<file path="src/cone_direction_velocity_sampler_unit_macros.svh">
// ----------------------------------------------------------------------------
// Assertion macros for the cone direction velocity sampler
// Clock and reset names follow the house convention (i_clk, i_rst_n).
// ----------------------------------------------------------------------------
`ifndef CONE_DIRECTION_VELOCITY_SAMPLER_UNIT_MACROS_SVH
`define CONE_DIRECTION_VELOCITY_SAMPLER_UNIT_MACROS_SVH

// Same-cycle implication, checked outside reset
`define CDVS_ASSERT_IMPL(LBL, ANTE, CONS, MSG) \
    LBL: assert property (@(posedge i_clk) disable iff (!i_rst_n) (ANTE) |-> (CONS)) \
        else $error(MSG);

// Next-cycle implication, checked outside reset
`define CDVS_ASSERT_NEXT(LBL, ANTE, CONS, MSG) \
    LBL: assert property (@(posedge i_clk) disable iff (!i_rst_n) (ANTE) |=> (CONS)) \
        else $error(MSG);

`endif

</file>
<file path="src/cdvs_pkg.sv">
// ----------------------------------------------------------------------------
// cdvs_pkg
// Shared types, constants and CORDIC helpers of the cone velocity sampler.
// ----------------------------------------------------------------------------
`timescale 1ns / 1ps

package cdvs_pkg;

    localparam int CORDIC_STEPS = 16;
    localparam int SQRT_STEPS   = 15;
    localparam int NITER        = (CORDIC_STEPS > SQRT_STEPS) ? CORDIC_STEPS : SQRT_STEPS;

    localparam logic signed [32:0] CORDIC_GAIN = 33'sd652032874;

    // register indexes
    localparam logic [2:0] REG_DIR_X     = 3'd0;
    localparam logic [2:0] REG_DIR_Y     = 3'd1;
    localparam logic [2:0] REG_DIR_Z     = 3'd2;
    localparam logic [2:0] REG_ANGLE_MIN = 3'd3;
    localparam logic [2:0] REG_ANGLE_MAX = 3'd4;

    typedef struct packed {
        logic signed [32:0] x;
        logic signed [32:0] y;
        logic signed [32:0] z;
        logic               neg;
    } t_cord;

    // rotation matrix (row major, Q2.14) and the two polar cosine bounds
    typedef struct packed {
        logic [8:0][15:0] m;
        logic [15:0]      cos_hi;
        logic [15:0]      cos_lo;
    } t_coef;

    function automatic logic [31:0] atan_turn(input logic [4:0] i);
        case (i)
            5'd0:    return 32'h20000000;
            5'd1:    return 32'h12E4051E;
            5'd2:    return 32'h09FB385B;
            5'd3:    return 32'h051111D4;
            5'd4:    return 32'h028B0D43;
            5'd5:    return 32'h0145D7E1;
            5'd6:    return 32'h00A2F61E;
            5'd7:    return 32'h00517C55;
            5'd8:    return 32'h0028BE53;
            5'd9:    return 32'h00145F2F;
            5'd10:   return 32'h000A2F98;
            5'd11:   return 32'h000517CC;
            5'd12:   return 32'h00028BE6;
            5'd13:   return 32'h000145F3;
            5'd14:   return 32'h0000A2F9;
            5'd15:   return 32'h0000517C;
            5'd16:   return 32'h000028BE;
            5'd17:   return 32'h0000145F;
            5'd18:   return 32'h00000A2F;
            5'd19:   return 32'h00000517;
            5'd20:   return 32'h0000028B;
            5'd21:   return 32'h00000145;
            5'd22:   return 32'h000000A2;
            5'd23:   return 32'h00000051;
            default: return 32'h00000000;
        endcase
    endfunction

    // fold the left half plane onto the right one, remember to negate
    function automatic t_cord cordic_init(input logic [31:0] ang);
        t_cord       o;
        logic [31:0] a2;
        o.neg = ang[31] ^ ang[30];
        a2    = o.neg ? (ang + 32'h80000000) : ang;
        o.x   = CORDIC_GAIN;
        o.y   = '0;
        o.z   = $signed({a2[31], a2});
        return o;
    endfunction

    function automatic t_cord cordic_step(input t_cord s, input logic [4:0] i);
        t_cord              o;
        logic signed [32:0] dx;
        logic signed [32:0] dy;
        logic signed [32:0] at;
        dx = $signed(s.y) >>> i;
        dy = $signed(s.x) >>> i;
        at = $signed({1'b0, atan_turn(i)});
        o  = s;
        if (!s.z[32]) begin
            o.x = s.x - dx;
            o.y = s.y + dy;
            o.z = s.z - at;
        end else begin
            o.x = s.x + dx;
            o.y = s.y - dy;
            o.z = s.z + at;
        end
        return o;
    endfunction

    // Q30 to Q2.14, rounded, clamped to +-1.0
    function automatic logic [15:0] cordic_out(input logic signed [32:0] v, input logic neg);
        logic signed [33:0] w;
        logic signed [33:0] t;
        w = neg ? -$signed({v[32], v}) : $signed({v[32], v});
        t = (w + 34'sd32768) >>> 16;
        if (t > 34'sd16384) begin
            return 16'h4000;
        end else if (t < -34'sd16384) begin
            return 16'hC000;
        end
        return t[15:0];
    endfunction

endpackage

</file>
<file path="src/cdvs_cfg.sv">
// ----------------------------------------------------------------------------
// cdvs_cfg
// Register file and the sequencer that rebuilds the rotation matrix and the
// polar cosine bounds after each register write.
// ----------------------------------------------------------------------------
`timescale 1ns / 1ps

module cdvs_cfg (
    input  logic                i_clk,
    input  logic                i_rst_n,
    input  logic                i_psel,
    input  logic                i_penable,
    input  logic                i_pwrite,
    input  logic [4:0]          i_paddr,
    input  logic [31:0]         i_pwdata,
    output logic [31:0]         o_prdata,
    output logic                o_busy,
    output cdvs_pkg::t_coef     o_coef
);

    localparam logic [2:0] ST_IDLE  = 3'd0;
    localparam logic [2:0] ST_SQ    = 3'd1;
    localparam logic [2:0] ST_SQRT  = 3'd2;
    localparam logic [2:0] ST_DLOAD = 3'd3;
    localparam logic [2:0] ST_DRUN  = 3'd4;
    localparam logic [2:0] ST_PROD  = 3'd5;
    localparam logic [2:0] ST_CLOAD = 3'd6;
    localparam logic [2:0] ST_COS   = 3'd7;

    logic [15:0] r_dir_x, r_dir_y, r_dir_z, r_amin, r_amax;
    logic [2:0]  r_st;
    logic [5:0]  r_cnt;
    logic [2:0]  r_job;
    logic [47:0] r_acc;
    logic [47:0] r_sr;
    logic [23:0] r_nq;
    logic signed [15:0] r_ux, r_uy, r_uz, r_off, r_m0, r_m4, r_c0;
    logic [28:0] r_sx2, r_sy2;
    logic [29:0] r_s2;
    logic signed [29:0] r_p;
    logic signed [44:0] r_nm0, r_nm1, r_nm2;
    logic [44:0] r_dnum, r_dq;
    logic [30:0] r_drem;
    logic [29:0] r_dden;
    logic        r_dneg;
    cdvs_pkg::t_cord r_cs;
    cdvs_pkg::t_coef r_coef;

    logic        wr;
    logic [2:0]  widx;
    logic [1:0]  dsel;
    logic signed [15:0] sel_dir;
    logic signed [29:0] mul_a;
    logic signed [16:0] mul_b;
    logic signed [46:0] mul_p;
    logic [47:0] n_acc_sq;
    logic [5:0]  sq_sh;
    logic [47:0] sq_bit, sq_rb, n_acc, n_sr;
    logic        sq_ge;
    logic signed [16:0] dl_d, dl_mag;
    logic signed [44:0] dl_nm, dl_nmag;
    logic [44:0] dl_num;
    logic [29:0] dl_den;
    logic        dl_neg;
    logic [30:0] dv_sh;
    logic        dv_ge;
    logic [44:0] dv_q;
    logic [15:0] dv_mag;
    logic signed [15:0] dv_val;
    logic [15:0] ang_lo, ang_hi;
    cdvs_pkg::t_cord cs_n;
    logic [15:0] cs_out;
    logic        last_div, last_cos;

    assign wr   = i_psel & i_penable & i_pwrite;
    assign widx = i_paddr[4:2];

    always_comb begin
        case (widx)
            cdvs_pkg::REG_DIR_X:     o_prdata = {16'd0, r_dir_x};
            cdvs_pkg::REG_DIR_Y:     o_prdata = {16'd0, r_dir_y};
            cdvs_pkg::REG_DIR_Z:     o_prdata = {16'd0, r_dir_z};
            cdvs_pkg::REG_ANGLE_MIN: o_prdata = {16'd0, r_amin};
            cdvs_pkg::REG_ANGLE_MAX: o_prdata = {16'd0, r_amax};
            default:                 o_prdata = 32'd0;
        endcase
    end

    // pick the axis component by counter while squaring, by job while dividing
    assign dsel = (r_st == ST_SQ) ? r_cnt[1:0] : r_job[1:0];
    always_comb begin
        case (dsel)
            2'd0:    sel_dir = $signed(r_dir_x);
            2'd1:    sel_dir = $signed(r_dir_y);
            default: sel_dir = $signed(r_dir_z);
        endcase
    end

    // shared multiplier
    always_comb begin
        mul_a = '0;
        mul_b = '0;
        if (r_st == ST_SQ) begin
            mul_a = 30'(sel_dir);
            mul_b = 17'(sel_dir);
        end else if (r_st == ST_PROD) begin
            case (r_cnt[2:0])
                3'd0: begin mul_a = 30'(r_ux); mul_b = 17'(r_ux); end
                3'd1: begin mul_a = 30'(r_uy); mul_b = 17'(r_uy); end
                3'd2: begin mul_a = 30'(r_ux); mul_b = 17'(r_uy); end
                3'd3: begin mul_a = r_p; mul_b = 17'sd16384 - 17'(r_uz); end
                3'd4: begin mul_a = $signed({1'b0, r_sx2}); mul_b = 17'(r_uz); end
                default: begin mul_a = $signed({1'b0, r_sy2}); mul_b = 17'(r_uz); end
            endcase
        end
    end
    assign mul_p    = mul_a * mul_b;
    assign n_acc_sq = r_acc + 48'(mul_p[31:0]);

    // integer square root, two bits of radicand a step
    assign sq_sh  = 6'd46 - {r_cnt[4:0], 1'b0};
    assign sq_bit = 48'd1 << sq_sh;
    assign sq_rb  = r_sr + sq_bit;
    assign sq_ge  = r_acc >= sq_rb;
    assign n_acc  = sq_ge ? (r_acc - sq_rb) : r_acc;
    assign n_sr   = sq_ge ? ((r_sr >> 1) + sq_bit) : (r_sr >> 1);

    // divider operands: normalize jobs then matrix jobs, rounded half away
    assign dl_d   = 17'(sel_dir);
    assign dl_mag = dl_d[16] ? -dl_d : dl_d;
    always_comb begin
        case (r_job)
            3'd3:    dl_nm = r_nm0;
            3'd4:    dl_nm = r_nm1;
            default: dl_nm = r_nm2;
        endcase
    end
    assign dl_nmag = dl_nm[44] ? -dl_nm : dl_nm;
    always_comb begin
        if (r_job < 3'd3) begin
            dl_num = (45'(dl_mag) << 22) + 45'(r_nq[23:1]);
            dl_den = 30'(r_nq);
            dl_neg = dl_d[16];
        end else begin
            dl_num = 45'(dl_nmag) + 45'(r_s2[29:1]);
            dl_den = r_s2;
            dl_neg = dl_nm[44];
        end
    end

    assign dv_sh  = {r_drem[29:0], r_dnum[44]};
    assign dv_ge  = dv_sh >= {1'b0, r_dden};
    assign dv_q   = {r_dq[43:0], dv_ge};
    assign dv_mag = (dv_q > 45'd16384) ? 16'd16384 : dv_q[15:0];
    assign dv_val = r_dneg ? -$signed(dv_mag) : $signed(dv_mag);
    assign last_div = (r_cnt == 6'd44);

    // angle bounds in order, swapped when angle_max is below angle_min
    assign ang_lo = (r_amax < r_amin) ? r_amax : r_amin;
    assign ang_hi = (r_amax < r_amin) ? r_amin : r_amax;
    assign cs_n     = cdvs_pkg::cordic_step(r_cs, r_cnt[4:0]);
    assign cs_out   = cdvs_pkg::cordic_out(cs_n.x, cs_n.neg);
    assign last_cos = (r_cnt == 6'(cdvs_pkg::CORDIC_STEPS - 1));

    always_ff @(posedge i_clk) begin
        if (!i_rst_n) begin
            r_dir_x <= '0;
            r_dir_y <= '0;
            r_dir_z <= 16'd16384;
            r_amin  <= '0;
            r_amax  <= '0;
            r_st    <= ST_IDLE;
            r_cnt   <= '0;
            r_job   <= '0;
            r_coef  <= '0;
        end else if (wr && (widx <= cdvs_pkg::REG_ANGLE_MAX)) begin
            case (widx)
                cdvs_pkg::REG_DIR_X:     r_dir_x <= i_pwdata[15:0];
                cdvs_pkg::REG_DIR_Y:     r_dir_y <= i_pwdata[15:0];
                cdvs_pkg::REG_DIR_Z:     r_dir_z <= i_pwdata[15:0];
                cdvs_pkg::REG_ANGLE_MIN: r_amin  <= i_pwdata[15:0];
                default:                 r_amax  <= i_pwdata[15:0];
            endcase
            // restart the rebuild from scratch
            r_st  <= ST_SQ;
            r_cnt <= '0;
        end else begin
            case (r_st)
                ST_SQ: begin
                    r_acc <= (r_cnt == 6'd0) ? 48'(mul_p[31:0]) : n_acc_sq;
                    r_cnt <= r_cnt + 6'd1;
                    if (r_cnt == 6'd2) begin
                        r_cnt <= '0;
                        r_sr  <= '0;
                        if (n_acc_sq == 48'd0) begin
                            r_ux <= '0;
                            r_uy <= '0;
                            r_uz <= '0;
                            r_st <= ST_PROD;
                        end else begin
                            r_acc <= {n_acc_sq[31:0], 16'd0};
                            r_st  <= ST_SQRT;
                        end
                    end
                end
                ST_SQRT: begin
                    r_acc <= n_acc;
                    r_sr  <= n_sr;
                    r_cnt <= r_cnt + 6'd1;
                    if (r_cnt == 6'd23) begin
                        r_nq  <= n_sr[23:0];
                        r_job <= 3'd0;
                        r_st  <= ST_DLOAD;
                    end
                end
                ST_DLOAD: begin
                    r_dnum <= dl_num;
                    r_dden <= dl_den;
                    r_dneg <= dl_neg;
                    r_drem <= '0;
                    r_dq   <= '0;
                    r_cnt  <= '0;
                    r_st   <= ST_DRUN;
                end
                ST_DRUN: begin
                    r_drem <= dv_ge ? (dv_sh - {1'b0, r_dden}) : dv_sh;
                    r_dq   <= dv_q;
                    r_dnum <= {r_dnum[43:0], 1'b0};
                    r_cnt  <= r_cnt + 6'd1;
                    if (last_div) begin
                        r_job <= r_job + 3'd1;
                        r_st  <= ST_DLOAD;
                        case (r_job)
                            3'd0: r_ux <= dv_val;
                            3'd1: r_uy <= dv_val;
                            3'd2: begin r_uz <= dv_val; r_cnt <= '0; r_st <= ST_PROD; end
                            3'd3: r_off <= dv_val;
                            3'd4: r_m0 <= dv_val;
                            default: begin
                                r_m4  <= dv_val;
                                r_job <= 3'd0;
                                r_st  <= ST_CLOAD;
                            end
                        endcase
                    end
                end
                ST_PROD: begin
                    r_cnt <= r_cnt + 6'd1;
                    case (r_cnt[2:0])
                        3'd0: begin
                            // axis along z: diagonal matrix, no divisions
                            if (r_ux == 16'sd0 && r_uy == 16'sd0) begin
                                r_job <= 3'd0;
                                r_st  <= ST_CLOAD;
                            end
                            r_sx2 <= mul_p[28:0];
                        end
                        3'd1: r_sy2 <= mul_p[28:0];
                        3'd2: begin
                            r_p  <= mul_p[29:0];
                            r_s2 <= 30'(r_sx2) + 30'(r_sy2);
                        end
                        3'd3: r_nm0 <= -mul_p[44:0];
                        3'd4: r_nm1 <= $signed({2'b00, r_sy2, 14'd0}) + mul_p[44:0];
                        default: begin
                            r_nm2 <= $signed({2'b00, r_sx2, 14'd0}) + mul_p[44:0];
                            r_job <= 3'd3;
                            r_st  <= ST_DLOAD;
                        end
                    endcase
                end
                ST_CLOAD: begin
                    r_cs  <= cdvs_pkg::cordic_init((r_job == 3'd0) ? {1'b0, ang_lo, 15'd0}
                                                                  : {1'b0, ang_hi, 15'd0});
                    r_cnt <= '0;
                    r_st  <= ST_COS;
                end
                ST_COS: begin
                    r_cs  <= cs_n;
                    r_cnt <= r_cnt + 6'd1;
                    if (last_cos) begin
                        if (r_job == 3'd0) begin
                            r_c0  <= $signed(cs_out);
                            r_job <= 3'd1;
                            r_st  <= ST_CLOAD;
                        end else begin
                            r_coef.cos_hi <= r_c0;
                            r_coef.cos_lo <= cs_out;
                            if (r_ux == 16'sd0 && r_uy == 16'sd0) begin
                                r_coef.m <= {r_uz, 16'd0, 16'd0, 16'd0, r_uz, 16'd0,
                                             16'd0, 16'd0, r_uz};
                            end else begin
                                r_coef.m <= {r_uz, -r_uy, -r_ux, r_uy, r_m4, r_off,
                                             r_ux, r_off, r_m0};
                            end
                            r_st <= ST_IDLE;
                        end
                    end
                end
                default: r_st <= ST_IDLE;
            endcase
        end
    end

    assign o_busy = (r_st != ST_IDLE);
    assign o_coef = r_coef;

endmodule

</file>
<file path="config.mk">
export PLATFORM = sky130hd
export DESIGN_NAME = cdvs_cfg
export DESIGN_NICKNAME = d
export VERILOG_FILES = /design/src/cone_direction_velocity_sampler_unit_macros.svh /design/src/cdvs_pkg.sv /design/src/cdvs_cfg.sv
export SDC_FILE = /design/constraint.sdc
export NUM_CORES = 2
export LEC_CHECK = 0
export ABC_AREA = 1
export BUFFER_PORTS_ARGS = -buffer_cell sky130_fd_sc_hd__buf_2
export CAP_MARGIN = 20
export CORE_MARGIN = 2
export CORE_UTILIZATION = 40
export DETAILED_ROUTE_END_ITERATION = 8
export GPL_TIMING_DRIVEN = 0
export SLEW_MARGIN = 20
export SYNTH_ARGS = -nofsm -noshare
export SYNTH_HDL_FRONTEND = slang
export SYNTH_SLANG_ARGS = --single-unit
</file>
<file path="constraint.sdc">
create_clock -name i_clk -period 15.5 [get_ports i_clk]
set_clock_uncertainty 0.1 [all_clocks]
set_input_delay 3.1 -clock i_clk [delete_from_list [all_inputs] [get_ports i_clk]]
set_output_delay 3.1 -clock i_clk [all_outputs]
set_load 0.01 [all_outputs]
</file>
-- Word-level counts from Yosys, hierarchy flattened
Memories as Yosys holds them, arrays and structs flattened. A register that Yosys moved wholly into a read port is not among the register bits.
Cells that the tools add are included.
- register bits: 1003
- bits in read-only memories: 960
- input port bits: 42
- output and inout port bits: 209
- word-level logic and storage cells: 275
- memories kept: 1
- memory list (memory ; depth ; bits a word ; rd ports ; clocked after memory_dff ; write ports ; line ; source):
    (no name shown) ; 32 ; 30 ; 1 ; 1 ; 0 ; cdvs_pkg.sv:37 ; case (i)
- add/sub/neg operators: 29
- $mul: 1
- $lt $le $gt $ge: 8
- equal/unequal tests: 42
- shift operators: 3
- muxes and demuxes: 78
- bitwise gates (word level): 10
- reductions and logical operators: 56
- operators by type and width (operator ; count):
    $mux W48 ; 6
    $mux W16 ; 15
    $pmux W100 S2 ; 1
    $pmux W48 S2 ; 2
    $pmux W45 S2 ; 2
    $mux W128 ; 1
    $pmux W16 S2 ; 4
    $pmux W30 S4 ; 1
    $add A33 B33 Y33 ; 3
    $mux W99 ; 1
    $sub A33 B33 Y33 ; 3
    $add A43 B45 Y45 ; 2
    $mux W30 ; 3
    $mux W45 ; 2
    $neg A45 Y45 ; 2
    $pmux W44 S2 ; 1
    $pmux W16 S5 ; 1
    $sshr A33 B5 Y33 ; 2
    $pmux W30 S2 ; 1
    $mux W17 ; 3
    $pmux W17 S3 ; 1
    $add A47 B48 Y48 ; 1
    $add A48 B32 Y48 ; 1
    $add A48 B48 Y48 ; 1
    other kinds (74) ; 167

-- Logic depth before layout (Yosys ltp)
- depth after elaboration: 12
- mapped depth: 64
- gate-level depth less buffers: 61

-- Least setup slack after synthesis
Ideal clock, no wire load.
- path type: register to register
- from: reg r_cnt[0]
- to: reg r_ux[0] (enable)
- setup time: 409 ps
- arrival: 11364 ps
- data required time: 14991 ps
- setup slack: 3627 ps
- cell stages (with the launch flop): 62
- buffers on the path: 6
- clock period less this slack: 11873 ps
- cells stage by stage: dfxtp_1 inv_2 buf_4 buf_6 buf_6 buf_2 ha_1 inv_1 nor2_1 clkinv_1 nand2_1 inv_1 clkbuf_1 nor2_1 a2111oi_0 o21ai_0 nand2_1 clkbuf_1 [... 26 more ...] inv_1 nor2_1 and3_1 nand3_1 nand3_1 inv_1 nor2_1 nand4_1 xor2_1 inv_1 nand2_1 nor3_1 nand2_1 nor2_1 nand2_1 nand2_1 nand3_1 nor3_1
- longest elaborated chain between the ends: 10
- elaborated cells between the ends (all ways): 26
- those cells by class: add/sub: 1; mul: 1; eq/ne: 10; mux: 8; reduce/logical: 6
- RTL lines (what ; line ; source):
    from (decl) ; cdvs_cfg.sv:32 ; logic [5:0] r_cnt;
    from (signal assigned) ; cdvs_cfg.sv:191 ; r_cnt <= r_cnt + 6'd1;
    from (signal assigned) ; cdvs_cfg.sv:209 ; r_cnt <= r_cnt + 6'd1;
    from (signal assigned) ; cdvs_cfg.sv:229 ; r_cnt <= r_cnt + 6'd1;
    $eq A3 B2 Y1, or another cell as far along ; cdvs_cfg.sv:107 ; case (r_cnt[2:0])
    $reduce_or A2 Y1 (no source line) ; - ;
    $pmux W30 S4 or $pmux W17 S3 (tied branches) ; cdvs_cfg.sv:107 ;
    $mux W30 or $mux W17 (tied branches) ; cdvs_cfg.sv:106 ; end else if (r_st == ST_PROD) begin
    $mux W30 or $mux W17 (tied branches) ; cdvs_cfg.sv:103 ; if (r_st == ST_SQ) begin
    $mul A30 B17 Y45 * ; cdvs_cfg.sv:117 ; assign mul_p = mul_a * mul_b;
    named net mul_p[27] ; cdvs_cfg.sv:55 ; logic signed [46:0] mul_p;
    $add A48 B32 Y48 * ; cdvs_cfg.sv:118 ; assign n_acc_sq = r_acc + 48'(mul_p[31:0]);
    $logic_not A48 Y1 * ; cdvs_cfg.sv:195 ; if (n_acc_sq == 48'd0) begin
    $ne A2 B1 Y1 (no source line) * ; - ;
    $reduce_and A7 Y1 (no source line) * ; - ;
    to (signal assigned) ; cdvs_cfg.sv:234 ; 3'd0: r_ux <= dv_val;
    to (decl) ; cdvs_cfg.sv:37 ; logic signed [15:0] r_ux, r_uy, r_uz, r_off, r_m0, r_m4, r_c0;
Mark *: on every way through the listed nets, which the timed path passes. The rest lies on a longest branch.
A chain may end at the register's enable or synchronous reset.

-- Final worst setup path
- from: reg r_cnt[1]
- to: reg r_ux[10] (enable)
The elaborated chain is that of the path after synthesis.

==> results.ini <==
[synth]
synth_mux_area_share_pct = 0.213
synth_top_family_by_area = simple AND/OR/NAND/NOR gates
synth-adder-area-share_pct = 18.3
synth_compound_area_share_pct = 14.2
ys_types = 79
synth-xor-area-share_pct = 5.09
synth-seq-cells = 1015
synthFlopType = edfxtp_1
syn_area_um2 = 89200
synth-seq-area-share_pct = 31.0
ys_async_sr_fraction_pct = 0
synth_top_area_share_pct = 24.7
synth_area_leader_cell = edfxtp_1
yosysWarnings = 0
yosys-top-cells-area = edfxtp_1, fa_1, nand2_1
synthCells = 11614
synthSimpleGateAreaFrac_pct = 22.4
synth-edff-count = 735
avgSynthCellArea_um2 = 7.68

[routing]
drc = 0
drtPass1Iterations = 9
wl_per_cell_um = 22.3
vias_per_cell = 5.51
ant_nets = 0
drt_wl_total_um = 337000
dr_total_vias = 83289
drtIter0Drc = 8132

[timing]
layout_worst_path_cycle_share_pct = 96.6
max_freq_mhz = 66.8
holdWs_ns = 0.317
setup_viol = 0
hold_viol_final = 0
period_minus_slack_ns = 14.98
slew_viol_final = 0
rsz0062_at_grt = false
worst_pin_slew_ns = 1.29
max-slew-margin-rel_pct = 13.4

[placement]
dp_hpwl_um = 278000
dpl_cell_area_um2 = 95300
portBuffers = 216
gp_congestion = 0.975

[run]
cap_violations = 0

[global_route]
grt_util_met1_pct = 39.5
gr-usage-met3_pct = 5.19
grt.met2_usage_pct = 45.6
antenna_found_initial = 8
grt_overflow_total = 0
grt_pass1_vias = 80369
grt_start_max_net_pins = 29
grt_pass1_wl_um = 503000
top_usage_layer = met2
track_usage_pct = 28.9

[finish]
fill_cells = 22339
fin_nets = 13096
num_antenna_cells = 0
post-route-cell-area_um2 = 99700
area_growth_syn_to_layout_pct = 11.8
drive_above_1_share_pct = 7.49

[power]
seq_power_share_pct = 44.9
switching_share_pct = 26.7
p_int_uw = 4760
switchingPower_uw = 1730
finalPower_uw = 6500
max-vdd-ir-drop_v = 0.0000992
pwr_density_cell_nw_per_um2 = 65.2
p_clk_share_pct = 45.1
p_leak_uw = 0.0428
combPwrFrac_pct = 10.0

[critical_path]
rr_startpoint = r_cnt[1]
crit_fanout = 11
r2r_cells = 58
crit_top_cell = nand2_1
crit_arrival_ns = 15.43
path_class = reg -> reg
critPathCaptureType = flip-flop
cp-startpoint = r_cnt[1]
cp-start-kind = flip-flop
r2r_slack_ns = 0.52
slowest_stage = a21oi_1
r2r_end = r_ux[10]
crit_end = r_ux[10]
cpPeakStageDelay_ns = 0.84
cp_data_required_time_ns = 15.95

[cts]
cts-buffers-inserted = 114
clockBufferDepth = 3
path_clk_slew_ns = 0.07
clk_latency_ns = 0.83
cts_root_buf = clkbuf_16
postCtsHoldBufs = 0
cts_sinks = 1015
cts_tree = done
htree_num_levels = 3

[floorplan]
core_area_um2 = 222000
die_x_um = 476
io_pins = 251
die-area_um2 = 227000
die_h_um = 476
rows = 173
initial_core_util_pct = 40.2

[status]
outcome = finished clean

[min_path]
hp-class = reg -> reg

-- per-layer routing --
metal	up-vias	share of wire, %	routed length [um]
met1	40126	43	146000
met2	3463	44	150000
met5	-	0.012	40
met3	564	8.4	28300
li1	39130	-	-
met4	6	4.1	13800
-- placed cells by master (no fill, tap or decap), drive strengths merged, types with 280 or more instances in the layout --
cell / count
fa: 487
xor2: 350
edfxtp: 735
nand2: 2622
o21ai: 826
buf: 432
nor2: 1316
ha: 527
a21oi: 898
dfxtp: 280
inv: 1577
clkbuf: 403
nand3: 466
-- stage by stage --
step	instances	TNS, ns	setup WS, ns	utilization [%]
after detailed placement	14885	-142.41	-2.39	42.9
after CTS	15110	0	0.0137	44.9
after floorplan	11629	0	3.63	-
final	15113	0	0.525	44.9
after global routing	15113	0	0.00380	44.9
after global placement	14820	-360.17	-3.56	42.4
-- state kept, by name, summed over array words and instances (netlist names), 44 cells and up, named ones only --
name,cells
o_coef,158
r_nm1,45
r_dq,44
r_acc,48
r_nm0,45
r_cs,99
r_sr,48
r_nm2,45
r_dnum,45
-- how the worst min path moves through the flow --
stage | start | to | slack [ns] | cells after the start
4_1_cts | r_c0[3] | o_coef[19] | 0.32 | 2
6_report | r_c0[3] | o_coef[19] | 0.32 | 2
5_1_grt | r_c0[3] | o_coef[19] | 0.36 | 2
2_1_floorplan | r_dir_y[10] | r_dir_y[10] | 0.34 | 2
3_3_place_gp | o_coef[16] | o_coef[16] | 0.35 | 2
3_5_place_dp | o_coef[165] | o_coef[165] | 0.36 | 2
-- Yosys cell counts (43+ instances only) --
cell type,number
o21a_1,50
clkbuf_1,262
a31oi_1,114
nand2_2,49
inv_1,1549
xor2_1,349
nor3_1,130
o21ai_0,774
buf_2,43
dfxtp_1,280
nand4_1,129
fa_1,487
o21ai_1,48
or2_2,44
nand3_1,454
ha_1,527
nor2_1,1278
o211ai_1,47
buf_1,44
a22o_1,48
nand2_1,2555
xnor2_1,168
edfxtp_1,735
a21oi_1,884
-- logic make-up (layout without fill, tap and decap cells) --
group | after synthesis | after routing
simple gates | 4806 | 4806
compound gates | 2250 | 2250
buf+inv | 1991 | 2500
flops | 1015 | 1015
fa+ha+maj | 1014 | 1014
xor+xnor | 518 | 518
mux | 19 | 19
other cells | 1 | 16
-- area by class of cell --
class | count | area [um2] | share of cell area [%]
timing repair buffer | 298 | 2100 | 2.11
clock inverter | 70 | 843 | 0.845
clock buffer | 144 | 3210 | 3.22
buffer | 393 | 1770 | 1.77
tap | 2975 | 3720 | 3.73
inverter | 1595 | 6000 | 6.02
multi-input combinational | 8623 | 54400 | 54.6
sequential | 1015 | 27700 | 27.7
-- critical path: cells and delay by family, from the launching register on --
family                   cells  cell delay [ns]
XOR/XNOR                     2             0.41
AND/OR/NAND/NOR             21             4.46
AO/OA/AOI/OAI                7             2.56
flip-flops                   1             0.39
buffers and inverters       19             3.33
adder cells (fa/ha/maj)      9             3.45
-- what timing repair did --
item / 4_1_cts / 5_1_grt
resized for setup: 42 / 45
setup buffers: 11 / 6
endpoints found under the setup margin: 87 / 83
pin swaps: 4 / 4
-- power by group through the flow --
stage	registers (uW)	logic, uW	clock network (uW)
6_report	2910	653	2930
5_1_grt	2910	718	3060
4_1_cts	2910	641	2960
3_5_place_dp	2970	630	0
3_3_place_gp	2970	614	0
2_1_floorplan	2970	426	0
Power figures use the tool's default switching activity.
